<file path="src/sv/clt_pkg.sv">
`default_nettype none
package clt_pkg;

   localparam int MAX_TOKENS = 1024;
   localparam int CNT_W      = $clog2(MAX_TOKENS + 1);
   localparam int IDX_W      = 10;
   localparam int TOT_W      = 11;
   localparam int MAX_RES    = 4;
   localparam int RES_CNT_W  = $clog2(MAX_RES + 1);

   localparam logic [7:0] CH_SPACE = 8'h20;
   localparam logic [7:0] CH_QUOTE = 8'h22;
   localparam logic [7:0] CH_STAR  = 8'h2A;
   localparam logic [7:0] CH_SLASH = 8'h2F;

   typedef enum logic [1:0] {
      KIND_BYTE      = 2'd0,
      KIND_TOKEN_END = 2'd1,
      KIND_LINE_DONE = 2'd2
   } kind_type;

   typedef enum logic [2:0] {
      MODE_BETWEEN = 3'd0,
      MODE_PLAIN   = 3'd1,
      MODE_QUOTED  = 3'd2,
      MODE_COMMENT = 3'd3,
      MODE_STOPPED = 3'd4
   } mode_type;

   typedef struct packed {
      kind_type           kind;
      logic [7:0]         ch;
      logic [IDX_W-1:0]   idx;
      logic [TOT_W-1:0]   total;
   } result_type;

   // index of the open token: count minus one, cut to the index field
   function automatic logic [IDX_W-1:0] idx_of(input logic [CNT_W-1:0] cnt);
      logic [31:0] wide;
      wide = 32'(cnt - CNT_W'(1));
      return wide[IDX_W-1:0];
   endfunction

   function automatic logic [TOT_W-1:0] total_of(input logic [CNT_W-1:0] cnt);
      logic [31:0] wide;
      wide = 32'(cnt);
      return wide[TOT_W-1:0];
   endfunction

endpackage
`default_nettype wire

</file>
<file path="src/sv/command_line_tokenizer_unit.sv">
// The first result is registered and offered in the cycle after the byte is accepted.
// Throughput: one byte per cycle when not stalled; a byte yields up to four
// results, which leave through a four-slot result shift buffer one per cycle
// while rsp_tready is high. A new byte waits while more than one
// result is buffered, or while the last one is buffered and not taken.
// Reset (synchronous, active high) empties the buffer and clears scan state.
`default_nettype none
module command_line_tokenizer_unit (
   input  wire logic        clock,
   input  wire logic        reset,
   input  wire logic        req_tvalid,
   output logic             req_tready,
   input  wire logic [7:0]  req_tdata,   // [7:0] text_byte
   input  wire logic        req_tlast,   // end_of_line
   output logic             rsp_tvalid,
   input  wire logic        rsp_tready,
   output logic [31:0]      rsp_tdata,   // [7:0] out_char, [17:8] token_index,
                                         // [28:18] token_total, rest zero
   output logic [1:0]       rsp_tuser,   // [1:0] kind
   output logic             rsp_tlast    // last_of_run
);
   import clt_pkg::*;

   mode_type               mode_ff, mode_in;
   logic                   slash_ff, slash_in;
   logic                   star_ff, star_in;
   logic [CNT_W-1:0]       cnt_ff, cnt_in;
   result_type             slot_ff [MAX_RES];
   logic [RES_CNT_W-1:0]   left_ff;

   result_type             res [MAX_RES];
   logic [RES_CNT_W-1:0]   nres;
   logic                   accept, pop;

   assign rsp_tvalid = (left_ff != '0);
   assign pop        = rsp_tvalid && rsp_tready;
   assign req_tready = (left_ff == '0) || ((left_ff == RES_CNT_W'(1)) && rsp_tready);
   assign accept     = req_tvalid && req_tready;

   assign rsp_tuser = slot_ff[0].kind;
   assign rsp_tdata = {3'b000, slot_ff[0].total, slot_ff[0].idx, slot_ff[0].ch};
   assign rsp_tlast = (left_ff == RES_CNT_W'(1));

   always_comb begin
      logic [7:0]  c;
      logic        fin;
      logic        done;
      c    = req_tdata;
      fin  = (c == 8'h00) || req_tlast;
      done = 1'b0;
      mode_in  = mode_ff;
      slash_in = slash_ff;
      star_in  = star_ff;
      cnt_in   = cnt_ff;
      nres     = '0;
      for (int i = 0; i < MAX_RES; i++) begin
         res[i] = '0;
      end

      if (c != 8'h00) begin
         if (slash_in) begin
            if (c == CH_SLASH) begin
               if (mode_in == MODE_PLAIN) begin
                  res[nres[1:0]] = '{KIND_TOKEN_END, 8'h00, idx_of(cnt_in), '0};
                  nres = nres + RES_CNT_W'(1);
               end
               mode_in  = MODE_STOPPED;
               slash_in = 1'b0;
               done     = 1'b1;
            end else if (c == CH_STAR) begin
               slash_in = 1'b0;
               done     = 1'b1;
               if (mode_in == MODE_PLAIN) begin
                  res[nres[1:0]] = '{KIND_TOKEN_END, 8'h00, idx_of(cnt_in), '0};
                  nres = nres + RES_CNT_W'(1);
               end
               if (mode_in == MODE_PLAIN && cnt_in >= CNT_W'(MAX_TOKENS)) begin
                  mode_in = MODE_STOPPED;
               end else begin
                  mode_in = MODE_COMMENT;
                  star_in = 1'b1;
               end
            end else begin
               // held slash turns into a token character
               if (mode_in == MODE_BETWEEN) begin
                  cnt_in  = cnt_in + CNT_W'(1);
                  mode_in = MODE_PLAIN;
               end
               res[nres[1:0]] = '{KIND_BYTE, CH_SLASH, idx_of(cnt_in), '0};
               nres     = nres + RES_CNT_W'(1);
               slash_in = 1'b0;
            end
         end

         if (!done) begin
            case (mode_in)
               MODE_BETWEEN: begin
                  if (c <= CH_SPACE || c[7]) begin
                     mode_in = MODE_BETWEEN;
                  end else if (c == CH_QUOTE) begin
                     cnt_in  = cnt_in + CNT_W'(1);
                     mode_in = MODE_QUOTED;
                  end else if (c == CH_SLASH) begin
                     slash_in = 1'b1;
                  end else begin
                     cnt_in  = cnt_in + CNT_W'(1);
                     mode_in = MODE_PLAIN;
                     res[nres[1:0]] = '{KIND_BYTE, c, idx_of(cnt_in), '0};
                     nres = nres + RES_CNT_W'(1);
                  end
               end
               MODE_PLAIN: begin
                  if (c <= CH_SPACE || c[7]) begin
                     res[nres[1:0]] = '{KIND_TOKEN_END, 8'h00, idx_of(cnt_in), '0};
                     nres    = nres + RES_CNT_W'(1);
                     mode_in = (cnt_in >= CNT_W'(MAX_TOKENS)) ? MODE_STOPPED : MODE_BETWEEN;
                  end else if (c == CH_QUOTE) begin
                     // quote closes the plain token and opens a quoted one, unless the token limit stops the scan
                     res[nres[1:0]] = '{KIND_TOKEN_END, 8'h00, idx_of(cnt_in), '0};
                     nres = nres + RES_CNT_W'(1);
                     if (cnt_in >= CNT_W'(MAX_TOKENS)) begin
                        mode_in = MODE_STOPPED;
                     end else begin
                        cnt_in  = cnt_in + CNT_W'(1);
                        mode_in = MODE_QUOTED;
                     end
                  end else if (c == CH_SLASH) begin
                     slash_in = 1'b1;
                  end else begin
                     res[nres[1:0]] = '{KIND_BYTE, c, idx_of(cnt_in), '0};
                     nres = nres + RES_CNT_W'(1);
                  end
               end
               MODE_QUOTED: begin
                  if (c == CH_QUOTE) begin
                     res[nres[1:0]] = '{KIND_TOKEN_END, 8'h00, idx_of(cnt_in), '0};
                     nres    = nres + RES_CNT_W'(1);
                     mode_in = (cnt_in >= CNT_W'(MAX_TOKENS)) ? MODE_STOPPED : MODE_BETWEEN;
                  end else begin
                     res[nres[1:0]] = '{KIND_BYTE, c, idx_of(cnt_in), '0};
                     nres = nres + RES_CNT_W'(1);
                  end
               end
               MODE_COMMENT: begin
                  if (star_in && c == CH_SLASH) begin
                     mode_in = MODE_BETWEEN;
                     star_in = 1'b0;
                  end else begin
                     star_in = (c == CH_STAR);
                  end
               end
               default: begin
                  mode_in = mode_ff;
               end
            endcase
         end
      end

      if (fin) begin
         if (slash_in) begin
            if (mode_in == MODE_BETWEEN) begin
               cnt_in  = cnt_in + CNT_W'(1);
               mode_in = MODE_PLAIN;
            end
            res[nres[1:0]] = '{KIND_BYTE, CH_SLASH, idx_of(cnt_in), '0};
            nres = nres + RES_CNT_W'(1);
         end
         if (mode_in == MODE_PLAIN || mode_in == MODE_QUOTED) begin
            res[nres[1:0]] = '{KIND_TOKEN_END, 8'h00, idx_of(cnt_in), '0};
            nres = nres + RES_CNT_W'(1);
         end
         res[nres[1:0]] = '{KIND_LINE_DONE, 8'h00, '0, total_of(cnt_in)};
         nres     = nres + RES_CNT_W'(1);
         mode_in  = MODE_BETWEEN;
         slash_in = 1'b0;
         star_in  = 1'b0;
         cnt_in   = '0;
      end
   end

   always_ff @(posedge clock) begin
      if (reset) begin
         mode_ff  <= MODE_BETWEEN;
         slash_ff <= 1'b0;
         star_ff  <= 1'b0;
         cnt_ff   <= '0;
         left_ff  <= '0;
      end else begin
         if (accept) begin
            mode_ff  <= mode_in;
            slash_ff <= slash_in;
            star_ff  <= star_in;
            cnt_ff   <= cnt_in;
         end
         if (accept && nres != '0) begin
            left_ff <= nres;
         end else if (pop) begin
            left_ff <= left_ff - RES_CNT_W'(1);
         end
      end
   end

   // result buffer: slot 0 is presented, later slots shift down on each pop
   always_ff @(posedge clock) begin
      if (accept && nres != '0) begin
         for (int i = 0; i < MAX_RES; i++) begin
            slot_ff[i] <= res[i];
         end
      end else if (pop) begin
         for (int i = 0; i < MAX_RES - 1; i++) begin
            slot_ff[i] <= slot_ff[i+1];
         end
      end
   end

endmodule
`default_nettype wire

</file>
<file path="config.mk">
export PLATFORM = sky130hd
export DESIGN_NAME = command_line_tokenizer_unit
export DESIGN_NICKNAME = d
export VERILOG_FILES = /design/src/sv/clt_pkg.sv /design/src/sv/command_line_tokenizer_unit.sv
export SDC_FILE = /design/constraint.sdc
export NUM_CORES = 1
export LEC_CHECK = 0
export BUFFER_PORTS_ARGS = -buffer_cell sky130_fd_sc_hd__buf_2
export CAP_MARGIN = 20
export CORE_MARGIN = 2
export CORE_UTILIZATION = 50
export DETAILED_ROUTE_END_ITERATION = 8
export GPL_ROUTABILITY_DRIVEN = 0
export PLACE_DENSITY = 0.67
export SYNTH_ARGS = -nofsm -noshare
export SYNTH_HDL_FRONTEND = slang
export SYNTH_SLANG_ARGS = --single-unit
</file>
<file path="constraint.sdc">
create_clock -name clock -period 23.4 [get_ports clock]
set_input_delay 4.68 -clock clock [delete_from_list [all_inputs] [get_ports clock]]
set_output_delay 4.68 -clock clock [all_outputs]
set_load 0.01 [all_outputs]
</file>
; ---- Word-level counts from Yosys, hierarchy flattened
; Memories as Yosys holds them, arrays and structs flattened.
; Index checks and enable logic that the tools add are counted.
; W data, S select, Z words.
[word_totals]
ramBits = 124
n_memories = 1
elab_cells = 203
in_bits = 13
regBits = 19
output_inout_bits = 37
[mem_list]
columns = name, depth, word_bits, rd, rd_clocked_by_memory_dff, write_ports, line_no
row1 = slot_ff, 4, 31, 4, 0, 4, command_line_tokenizer_unit.sv:28  ; result_type slot_ff [MAX_RES];
[op_classes]
n_bitwise = 7
n_eq_ne = 10
n_mux = 129
n_addsub = 14
n_lt_le_gt_ge = 11
n_reduce_logical = 26
[ops]
columns = cell, n
row1 = $mux W124, 14
row2 = $bwmux W124, 6
row3 = $pmux W124 S3, 1
row4 = $mux W31, 11
row5 = $mux W11, 23
row6 = $demux W31 S2, 4
row7 = $mux W3, 39
row8 = $sub A10 B1 Y10 const B, 6
row9 = $add A11 B1 Y11 const B, 3
row10 = $mux W30, 1
row11 = $mux W1, 27
row12 = $eq A8 B6 Y1 const B, 3
row13 = $ge A11 B11 Y1 const B, 2
row14 = $pmux W11 S2, 1
row15 = $add A3 B1 Y3 const B, 4
row16 = $eq A3 B1 Y1 const B, 4
row17 = $ge A3 B3 Y1 const B, 4
row18 = $logic_not A3 Y1, 4
row19 = $lt A3 B1 Y1 const B, 4
row20 = $not A2 Y3, 4
row21 = $pmux W3 S4, 1
row22 = $logic_and A1 B1 Y1, 10
row23 = $eq A3 B2 Y1 const B, 3
row24 = $pmux W3 S3, 1
row25 = other kinds (10), 17

; ---- Longest topological paths before layout
; Gate-level depths: netlist of the first run.
[depth]
word_depth = 33
ltp_mapped = 30
depth_no_buf = 25

; ---- Least setup slack after synthesis of the first run
; OpenSTA, ideal clock, no wires.
[synth_path]
path_kind = input port to flip-flop
startpoint = input port req_tdata[1]
endpoint = memory slot_ff[0][0] (netlist name) (enable)
setup_slack_ns = 11.635
setup_time_ns = 0.839
t_required_ns = 22.561
arrival_ns = 10.926
n_path_buf = 3
cell_stages = 23
cell_sequence = clkbuf_1 -> nand3_1 -> nor3_2 -> clkbuf_1 -> nand2_1 -> nand2_1 -> clkbuf_1 -> clkinv_1 -> ha_1 -> mux2_2 -> a41oi_1 -> nand3_1 -> nand3_1 -> ha_1 -> nand2_1 -> o21ai_0 -> ha_1 -> mux2_2 -> ha_1 -> nor3_1 -> mux2i_1 -> o31ai_4 -> nand2_1
[synth_lines]
columns = item, line_no
row1 = "start, declared", command_line_tokenizer_unit.sv:13  ; input wire logic [7:0] req_tdata,
row2 = "end, declared", command_line_tokenizer_unit.sv:28

==> results of run 1 <==
## cell type report
class / instances / area, µm²
Timing Repair Buffer: 64 / 389
Clock inverter: 15 / 165
Sequential cell: 129 / 3680
Clock buffer: 17 / 425
Fill cell: 2047 / 9760
Multi-Input combinational cell: 1065 / 7010
Inverter: 29 / 109
Tap cell: 280 / 350
## registers in the layout, summed over array words and instances, names as in the netlist
name and flops:
slash_ff 1, slot_ff 110, left_ff 3, star_ff 1, cnt_ff 11, mode_ff 3
## stage by stage
stage / power (mW) / util, % / setup WS (ns)
after CTS: 1.04 / 55.2 / 10.76
after global placement: 0.762 / 52.5 / 10.68
after floorplan: 0.649 / - / 11.64
after global routing: 1.10 / 55.4 / 10.12
final: 1.05 / 55.4 / 10.69
after detailed placement: 0.771 / 52.5 / 10.31
## layout by cell type, fill, tap and decap left out, types with 15 or more instances in the layout
cell	n
a21oi_1	64
a22oi_1	26
a31oi_1	23
and2_1	20
buf_2	47
buf_4	15
clkbuf_16	17
dfxtp_1	19
edfxtp_1	110
ha_1	26
inv_1	25
nand2_1	190
nand3_1	57
nand4_1	15
nor2_1	121
nor3_1	33
o21ai_0	64
o22ai_1	27
o31ai_1	39
xnor2_1	55
xor2_1	31
## power by group
part	total (mW)	switching [mW]	leakage (nW)	internal, mW
Clock	0.268	0.125	0.278	0.142
Combinational	0.380	0.266	2.74	0.113
Sequential	0.399	0.0262	1.23	0.373
Total	1.05	0.418	4.26	0.629
## worst register-to-register path: stages, from the launching register on
cell and delay [ns]:
dfxtp_1 0.74, nor2_2 0.24, nand2_1 0.17, nand2_1 0.07
nand2_1 0.33, clkinv_1 0.35, ha_1 0.39, mux2_2 0.26
a41oi_1 0.18, nand3_1 0.09, nand3_1 0.29, ha_1 0.30
nand2_1 0.06, o21ai_0 0.18, ha_1 0.34, mux2_2 0.30
ha_1 0.35, nor3_1 0.22, mux2i_1 0.15, o31ai_4 0.47
inv_2 0.37, nor2_4 0.82, buf_4 0.67, nor4_1 0.22
a221o_1 0.37
## worst max-delay path by stage
stage | slack, ns | cells after the start | startpoint | endpoint
4_1_cts | 10.76 | 25 | req_tdata[6] | slot_ff[2][18]
3_3_place_gp | 10.68 | 25 | req_tdata[6] | slot_ff[2][19]
2_1_floorplan | 11.64 | 23 | req_tdata[1] | slot_ff[0][0]
5_1_grt | 10.12 | 25 | req_tdata[6] | slot_ff[2][18]
3_5_place_dp | 10.31 | 25 | req_tdata[6] | slot_ff[2][19]
6_report | 10.69 | 25 | req_tdata[6] | slot_ff[2][18]
## cell families (layout without fill, tap and decap cells)
| kind of cell | count (synthesis) | in the layout | synth area share, % |
|---|---|---|---|
| simple gates | 541 | 541 | 24.5 |
| compound gates | 384 | 384 | 25.3 |
| flops | 129 | 129 | 33.0 |
| buf+inv | 109 | 125 | 4.41 |
| xor+xnor | 98 | 98 | 8.60 |
| fa+ha+maj | 26 | 26 | 2.91 |
| mux | 13 | 13 | 1.21 |
| other cells | 1 | 3 | 0.0336 |
## metal layers
metal | track usage [%] | up-vias | routed length (µm)
met4 | 11.4 | 0 | 1450
met1 | 45.3 | 5017 | 15600
li1 | - | 4894 | -
met3 | 5.42 | 120 | 3990
met5 | 0 | - | 0
met2 | 43.6 | 721 | 15000
==> flow_results.xml, run 1 <==
<?xml version="1.0" encoding="UTF-8"?>
<metrics>
  <group name="clocking">
    <metric name="path_clk_slew" unit="ns">0.07</metric>
    <metric name="cts_setup_buffers" unit="">0</metric>
    <metric name="ctsHtreeMaxLevel" unit="">4</metric>
    <metric name="cts.repair.resized" unit="">0</metric>
    <metric name="clock_latency" unit="ns">0.44</metric>
    <metric name="clock_path_buffers" unit="">2</metric>
    <metric name="cts_tree" unit="">built</metric>
    <metric name="clock_sink_count" unit="">129</metric>
    <metric name="cts_hold_buf" unit="">0</metric>
    <metric name="clock-root-buffer" unit="">clkbuf_16</metric>
    <metric name="cts_made_buffers" unit="">17</metric>
  </group>
  <group name="drt">
    <metric name="dr_total_vias" unit="">10800</metric>
    <metric name="wirelength" unit="µm">36100</metric>
    <metric name="first_iter_violations" unit="">1484</metric>
    <metric name="drc_violations" unit="">0</metric>
    <metric name="antenna_violation_net_count_after_detailed_routing" unit="">0</metric>
    <metric name="vias_per_cell" unit="">6.72</metric>
    <metric name="drt_first_pass_iters" unit="">6</metric>
    <metric name="detail_route.wl_per_cell" unit="µm">22.6</metric>
  </group>
  <group name="worst_setup_path">
    <metric name="critical_path_buf_inv_count" unit="">4</metric>
    <metric name="crit_path_top_delay_cell" unit="">nor2_4</metric>
    <metric name="max_stage_delay" unit="ns">0.80</metric>
    <metric name="crit_path_end_kind" unit="">flip-flop</metric>
    <metric name="cp_common_cell" unit="">ha_1</metric>
    <metric name="reg2reg_to" unit="">slot_ff[2][18]</metric>
    <metric name="setup.worst_path.start_class" unit="">primary input</metric>
    <metric name="timing.critical_path.max_delay_family" unit="">simple AND/OR/NAND/NOR gates</metric>
    <metric name="worstSetupPathType" unit="">primary input to flip-flop</metric>
    <metric name="highest_net_fanout_along_the_worst_path" unit="">64</metric>
    <metric name="rr_worst_depth" unit="">24</metric>
    <metric name="rr_startpoint" unit="">mode_ff[1]</metric>
    <metric name="worst_ep_required_time" unit="ns">23.58</metric>
    <metric name="worst-endpoint-arrival" unit="ns">12.89</metric>
    <metric name="worst-r2r-setup-slack" unit="ns">15.24</metric>
  </group>
  <group name="synthesis">
    <metric name="synthCells" unit="">1301</metric>
    <metric name="synth_top_flop_cell" unit="">edfxtp_1</metric>
    <metric name="ys_seq_area_share" unit="%">33.0</metric>
    <metric name="synth.lib_cells_used.distinct" unit="">108</metric>
    <metric name="synth-seq-cells" unit="">129</metric>
    <metric name="netlist.area_leader.share" unit="%">29.6</metric>
    <metric name="post-synth-top-count-cell" unit="">nand2_1</metric>
    <metric name="synth_area_leader_cell" unit="">edfxtp_1</metric>
    <metric name="synth_area_per_cell" unit="µm²">8.58</metric>
    <metric name="ys_async_sr_fraction" unit="%">0</metric>
    <metric name="synth_edf_count" unit="">110</metric>
    <metric name="synthesis.area" unit="mm²">0.0112</metric>
    <metric name="synth_area_leaders" unit="">edfxtp_1 (30%), nand2_1 (6.4%), xnor2_1 (4.3%), nor2_1 (4.1%), dfxtp_1 (3.4%)</metric>
    <metric name="most_common_library_cells_after_synthesis" unit="">nand2_1 (191), nor2_1 (121), edfxtp_1 (110)</metric>
    <metric name="yosys_warnings" unit="">0</metric>
  </group>
  <group name="place">
    <metric name="dpl_cell_area" unit="mm²">0.0115</metric>
    <metric name="place_inst" unit="">1564</metric>
    <metric name="place.detailed.hpwl" unit="µm">26300</metric>
    <metric name="io_buffers" unit="">46</metric>
  </group>
  <group name="pwr">
    <metric name="pwr_density_cell" unit="mW/mm²">86.3</metric>
    <metric name="power.static_leakage" unit="nW">4.26</metric>
    <metric name="ir_drop" unit="V">0.0000542</metric>
  </group>
  <group name="sta">
    <metric name="fin_hold_ws" unit="ns">0.482</metric>
    <metric name="worst-slew-pin-transition" unit="ns">1.14</metric>
    <metric name="grt_setup_unrepaired" unit="">false</metric>
    <metric name="max_freq" unit="MHz">78.7</metric>
    <metric name="slew_headroom" unit="%">23.5</metric>
    <metric name="tns" unit="ns">0</metric>
    <metric name="final.setup_skew" unit="ns">0.0145</metric>
    <metric name="final_count_of_hold_timing_violations" unit="">0</metric>
    <metric name="final_min_period_over_clock_period" unit="%">54.3</metric>
    <metric name="fin_crit" unit="ns">12.71</metric>
    <metric name="report.final.setup_viol" unit="">0</metric>
    <metric name="max_slew_violation_count" unit="">0</metric>
  </group>
  <group name="finish">
    <metric name="synthToLayoutAreaGrowth" unit="%">8.67</metric>
    <metric name="num-nets-final" unit="">1345</metric>
    <metric name="finish.cell_count_without_fillers" unit="">1599</metric>
    <metric name="drive_gt1_share" unit="%">13.9</metric>
    <metric name="final_area" unit="mm²">0.0121</metric>
    <metric name="n_antenna_cell" unit="">0</metric>
  </group>
  <group name="global_routing">
    <metric name="track_usage" unit="%">30.3</metric>
    <metric name="grt_antenna_before_repair" unit="">0</metric>
    <metric name="grt.overflow.total" unit="">0</metric>
    <metric name="global_route_wire_length_before_repair" unit="µm">56400</metric>
    <metric name="grt_max_degree" unit="">88</metric>
    <metric name="via_count_of_the_first_global_routing_pass" unit="">9635</metric>
  </group>
  <group name="die">
    <metric name="start_util" unit="%">51.0</metric>
    <metric name="core_region_area" unit="mm²">0.0219</metric>
    <metric name="placementRows" unit="">54</metric>
    <metric name="total_die_area" unit="mm²">0.0235</metric>
    <metric name="die_w" unit="µm">153</metric>
    <metric name="die_h" unit="µm">153</metric>
    <metric name="io_pins" unit="">50</metric>
  </group>
  <group name="job">
    <metric name="maxCapViolCount" unit="">0</metric>
  </group>
  <group name="min_path">
    <metric name="holdPathEnd" unit="">star_ff</metric>
    <metric name="hold_path.class" unit="">flip-flop to flip-flop</metric>
    <metric name="hold_crit_depth" unit="">2</metric>
    <metric name="timing.hold.worst.start" unit="">star_ff</metric>
  </group>
  <group name="run_status">
    <metric name="status" unit="">complete, no violations</metric>
  </group>
</metrics>
Note: power is estimated with default switching activity, not from simulation.
==> run 2: changes to the inputs <==
- clock period: 23.4 -> 12.9 ns (I/O delays scaled with it)
==> run 2 against run 1 <==
- critical path depth fell by 1
- power rose by 82%
- die area did not move
- global-route usage rose by 0.086 points
- sequential cell count did not move
- wire length rose by 0.61%
- largest power group unchanged
==> flow_results.xml, run 2 (synthesis results as in run 1) <==
<?xml version="1.0" encoding="UTF-8"?>
<metrics>
  <group name="die">
    <metric name="start_util" unit="%">51.0</metric>
    <metric name="die_w" unit="µm">153</metric>
    <metric name="core_region_area" unit="mm²">0.0219</metric>
    <metric name="total_die_area" unit="mm²">0.0235</metric>
    <metric name="die_h" unit="µm">153</metric>
    <metric name="placementRows" unit="">54</metric>
    <metric name="io_pins" unit="">50</metric>
  </group>
  <group name="clocking">
    <metric name="clock-root-buffer" unit="">clkbuf_16</metric>
    <metric name="cts_made_buffers" unit="">17</metric>
    <metric name="cts_setup_buffers" unit="">0</metric>
    <metric name="cts_tree" unit="">built</metric>
    <metric name="ctsHtreeMaxLevel" unit="">4</metric>
    <metric name="clock_sink_count" unit="">129</metric>
    <metric name="cts.repair.resized" unit="">0</metric>
    <metric name="clock_path_buffers" unit="">2</metric>
    <metric name="cts_hold_buf" unit="">0</metric>
    <metric name="clock_latency" unit="ns">0.44</metric>
    <metric name="path_clk_slew" unit="ns">0.07</metric>
  </group>
  <group name="min_path">
    <metric name="holdPathEnd" unit="">star_ff</metric>
    <metric name="timing.hold.worst.start" unit="">star_ff</metric>
    <metric name="hold_path.class" unit="">flip-flop to flip-flop</metric>
    <metric name="hold_crit_depth" unit="">2</metric>
  </group>
  <group name="place">
    <metric name="place.detailed.hpwl" unit="µm">26400</metric>
    <metric name="io_buffers" unit="">46</metric>
  </group>
  <group name="worst_setup_path">
    <metric name="rr_startpoint" unit="">mode_ff[1]</metric>
    <metric name="worst_ep_required_time" unit="ns">13.07</metric>
    <metric name="worstPathCellList" unit="">buf_2 -&gt; or3_4 -&gt; nor3_2 -&gt; nand2_1 -&gt; nand2_1 -&gt; clkinv_1 -&gt; ha_1 -&gt; mux2_2 -&gt; a41oi_1 -&gt; nand3_1 -&gt; nand3_1 -&gt; ha_1 -&gt; nand2_1 -&gt; o21ai_0 -&gt; ha_1 -&gt; mux2_2 -&gt; ha_1 -&gt; nor3_1 -&gt; mux2i_1 -&gt; o31ai_4 -&gt; inv_2 -&gt; nor2_4 -&gt; buf_4 -&gt; o31ai_1</metric>
    <metric name="worst-r2r-setup-slack" unit="ns">5.66</metric>
    <metric name="rr_worst_depth" unit="">23</metric>
    <metric name="cp_common_cell" unit="">ha_1</metric>
    <metric name="crit_path_end_kind" unit="">flip-flop</metric>
    <metric name="reg2reg_to" unit="">slot_ff[2][6]</metric>
    <metric name="critical_path_buf_inv_count" unit="">4</metric>
    <metric name="timing.critical_path.max_delay_family" unit="">simple AND/OR/NAND/NOR gates</metric>
    <metric name="highest_net_fanout_along_the_worst_path" unit="">49</metric>
    <metric name="crit_path_top_delay_cell" unit="">nor3_2</metric>
    <metric name="setup.worst_path.start_class" unit="">primary input</metric>
    <metric name="max_stage_delay" unit="ns">0.72</metric>
    <metric name="worst-endpoint-arrival" unit="ns">9.85</metric>
    <metric name="worstSetupPathType" unit="">primary input to flip-flop</metric>
  </group>
  <group name="sta">
    <metric name="final.setup_skew" unit="ns">0.0120</metric>
    <metric name="fin_crit" unit="ns">9.69</metric>
    <metric name="final_min_period_over_clock_period" unit="%">75.1</metric>
    <metric name="report.final.setup_viol" unit="">0</metric>
    <metric name="grt_setup_unrepaired" unit="">false</metric>
    <metric name="final_count_of_hold_timing_violations" unit="">0</metric>
    <metric name="max_freq" unit="MHz">103</metric>
    <metric name="tns" unit="ns">0</metric>
    <metric name="slew_headroom" unit="%">23.5</metric>
    <metric name="worst-slew-pin-transition" unit="ns">1.14</metric>
    <metric name="max_slew_violation_count" unit="">0</metric>
  </group>
  <group name="pwr">
    <metric name="ir_drop" unit="V">0.000117</metric>
    <metric name="pwr_density_cell" unit="mW/mm²">157</metric>
    <metric name="fin_total_pwr" unit="mW">1.91</metric>
    <metric name="power.static_leakage" unit="nW">4.26</metric>
  </group>
  <group name="finish">
    <metric name="n_antenna_cell" unit="">0</metric>
    <metric name="largest_reg_flops" unit="">110</metric>
    <metric name="synthToLayoutAreaGrowth" unit="%">8.65</metric>
    <metric name="mostFrequentLayoutCell" unit="">nand2_1</metric>
    <metric name="largest_registers" unit="">slot_ff x110, cnt_ff x11</metric>
    <metric name="drive_gt1_share" unit="%">13.9</metric>
    <metric name="mostFrequentLayoutCells" unit="">nand2_1 (190), nor2_1 (121), edfxtp_1 (110), a21oi_1 (64), o21ai_0 (64)</metric>
    <metric name="num-nets-final" unit="">1346</metric>
    <metric name="biggest_register" unit="">slot_ff</metric>
  </group>
  <group name="drt">
    <metric name="vias_per_cell" unit="">6.77</metric>
    <metric name="first_iter_violations" unit="">1400</metric>
    <metric name="detail_route.wl_per_cell" unit="µm">22.7</metric>
    <metric name="wirelength" unit="µm">36300</metric>
    <metric name="antenna_violation_net_count_after_detailed_routing" unit="">0</metric>
    <metric name="drc_violations" unit="">0</metric>
    <metric name="drt_first_pass_iters" unit="">7</metric>
    <metric name="dr_total_vias" unit="">10800</metric>
  </group>
  <group name="global_routing">
    <metric name="via_count_of_the_first_global_routing_pass" unit="">9658</metric>
    <metric name="grt_max_degree" unit="">50</metric>
    <metric name="grt_antenna_before_repair" unit="">0</metric>
    <metric name="grt.overflow.total" unit="">0</metric>
    <metric name="track_usage" unit="%">30.4</metric>
    <metric name="grt_most_used_layer" unit="">met1</metric>
    <metric name="grt_util_met3" unit="%">5.76</metric>
    <metric name="global_route_wire_length_before_repair" unit="µm">56500</metric>
    <metric name="global_route.usage.met2" unit="%">44.3</metric>
    <metric name="met1_track_utilization_from_global_routing" unit="%">45.5</metric>
  </group>
  <group name="job">
    <metric name="maxCapViolCount" unit="">0</metric>
  </group>
  <group name="run_status">
    <metric name="status" unit="">complete, no violations</metric>
  </group>
</metrics>
run 2: power breakdown:
group / switching [mW] / internal, mW
clock network: 0.236 / 0.259
registers: 0.0498 / 0.677
logic: 0.480 / 0.204
run 2: worst min-delay path, cell delays in order, from the launching register on:
cell     delay (ns)
dfxtp_1        0.31
o21ai_0        0.07
a21oi_1        0.06
run 2: area by class of cell:
| type | count | area, µm² |
|---|---|---|
| inverters | 29 | 109 |
| well taps | 280 | 350 |
| fillers | 2040 | 9760 |
| flip-flops and latches | 129 | 3680 |
| repair buffers | 65 | 385 |
| clock inverters | 15 | 168 |
| clock buffers | 17 | 425 |
| multi-input cells | 1065 | 7010 |
run 2: metal layers:
layer / wire [µm] / up-vias
met5: 0 / -
met4: 1120 / 0
met3: 4120 / 101
met2: 15500 / 724
met1: 15600 / 5117
li1: - / 4894
run 2: stage by stage:
stage	cell area [µm²]	utilization, %	setup WS (ns)	std cells	hold WS, ns
CTS	12100	55.4	3.32	1599	0.480
detailed placement	11500	52.7	2.84	1567	0.470
floorplan	11200	-	3.24	1303	0.449
global route	12100	55.4	2.62	1600	0.515
finish	12100	55.4	3.21	1600	0.483
global placement	11500	52.6	3.03	1566	0.466
run 2: how the worst max path moves through the flow:
| stage | start | endpoint | slack, ns | cells past startpoint |
|---|---|---|---|---|
| floorplan | req_tdata[1] | slot_ff[0][0] | 3.24 | 23 |
| global placement | req_tdata[6] | slot_ff[0][7] | 3.03 | 24 |
| detailed placement | req_tdata[6] | slot_ff[0][7] | 2.84 | 24 |
| CTS | req_tdata[6] | slot_ff[2][6] | 3.32 | 24 |
| global route | req_tdata[6] | slot_ff[0][4] | 2.62 | 24 |
| finish | req_tdata[6] | slot_ff[2][6] | 3.21 | 24 |
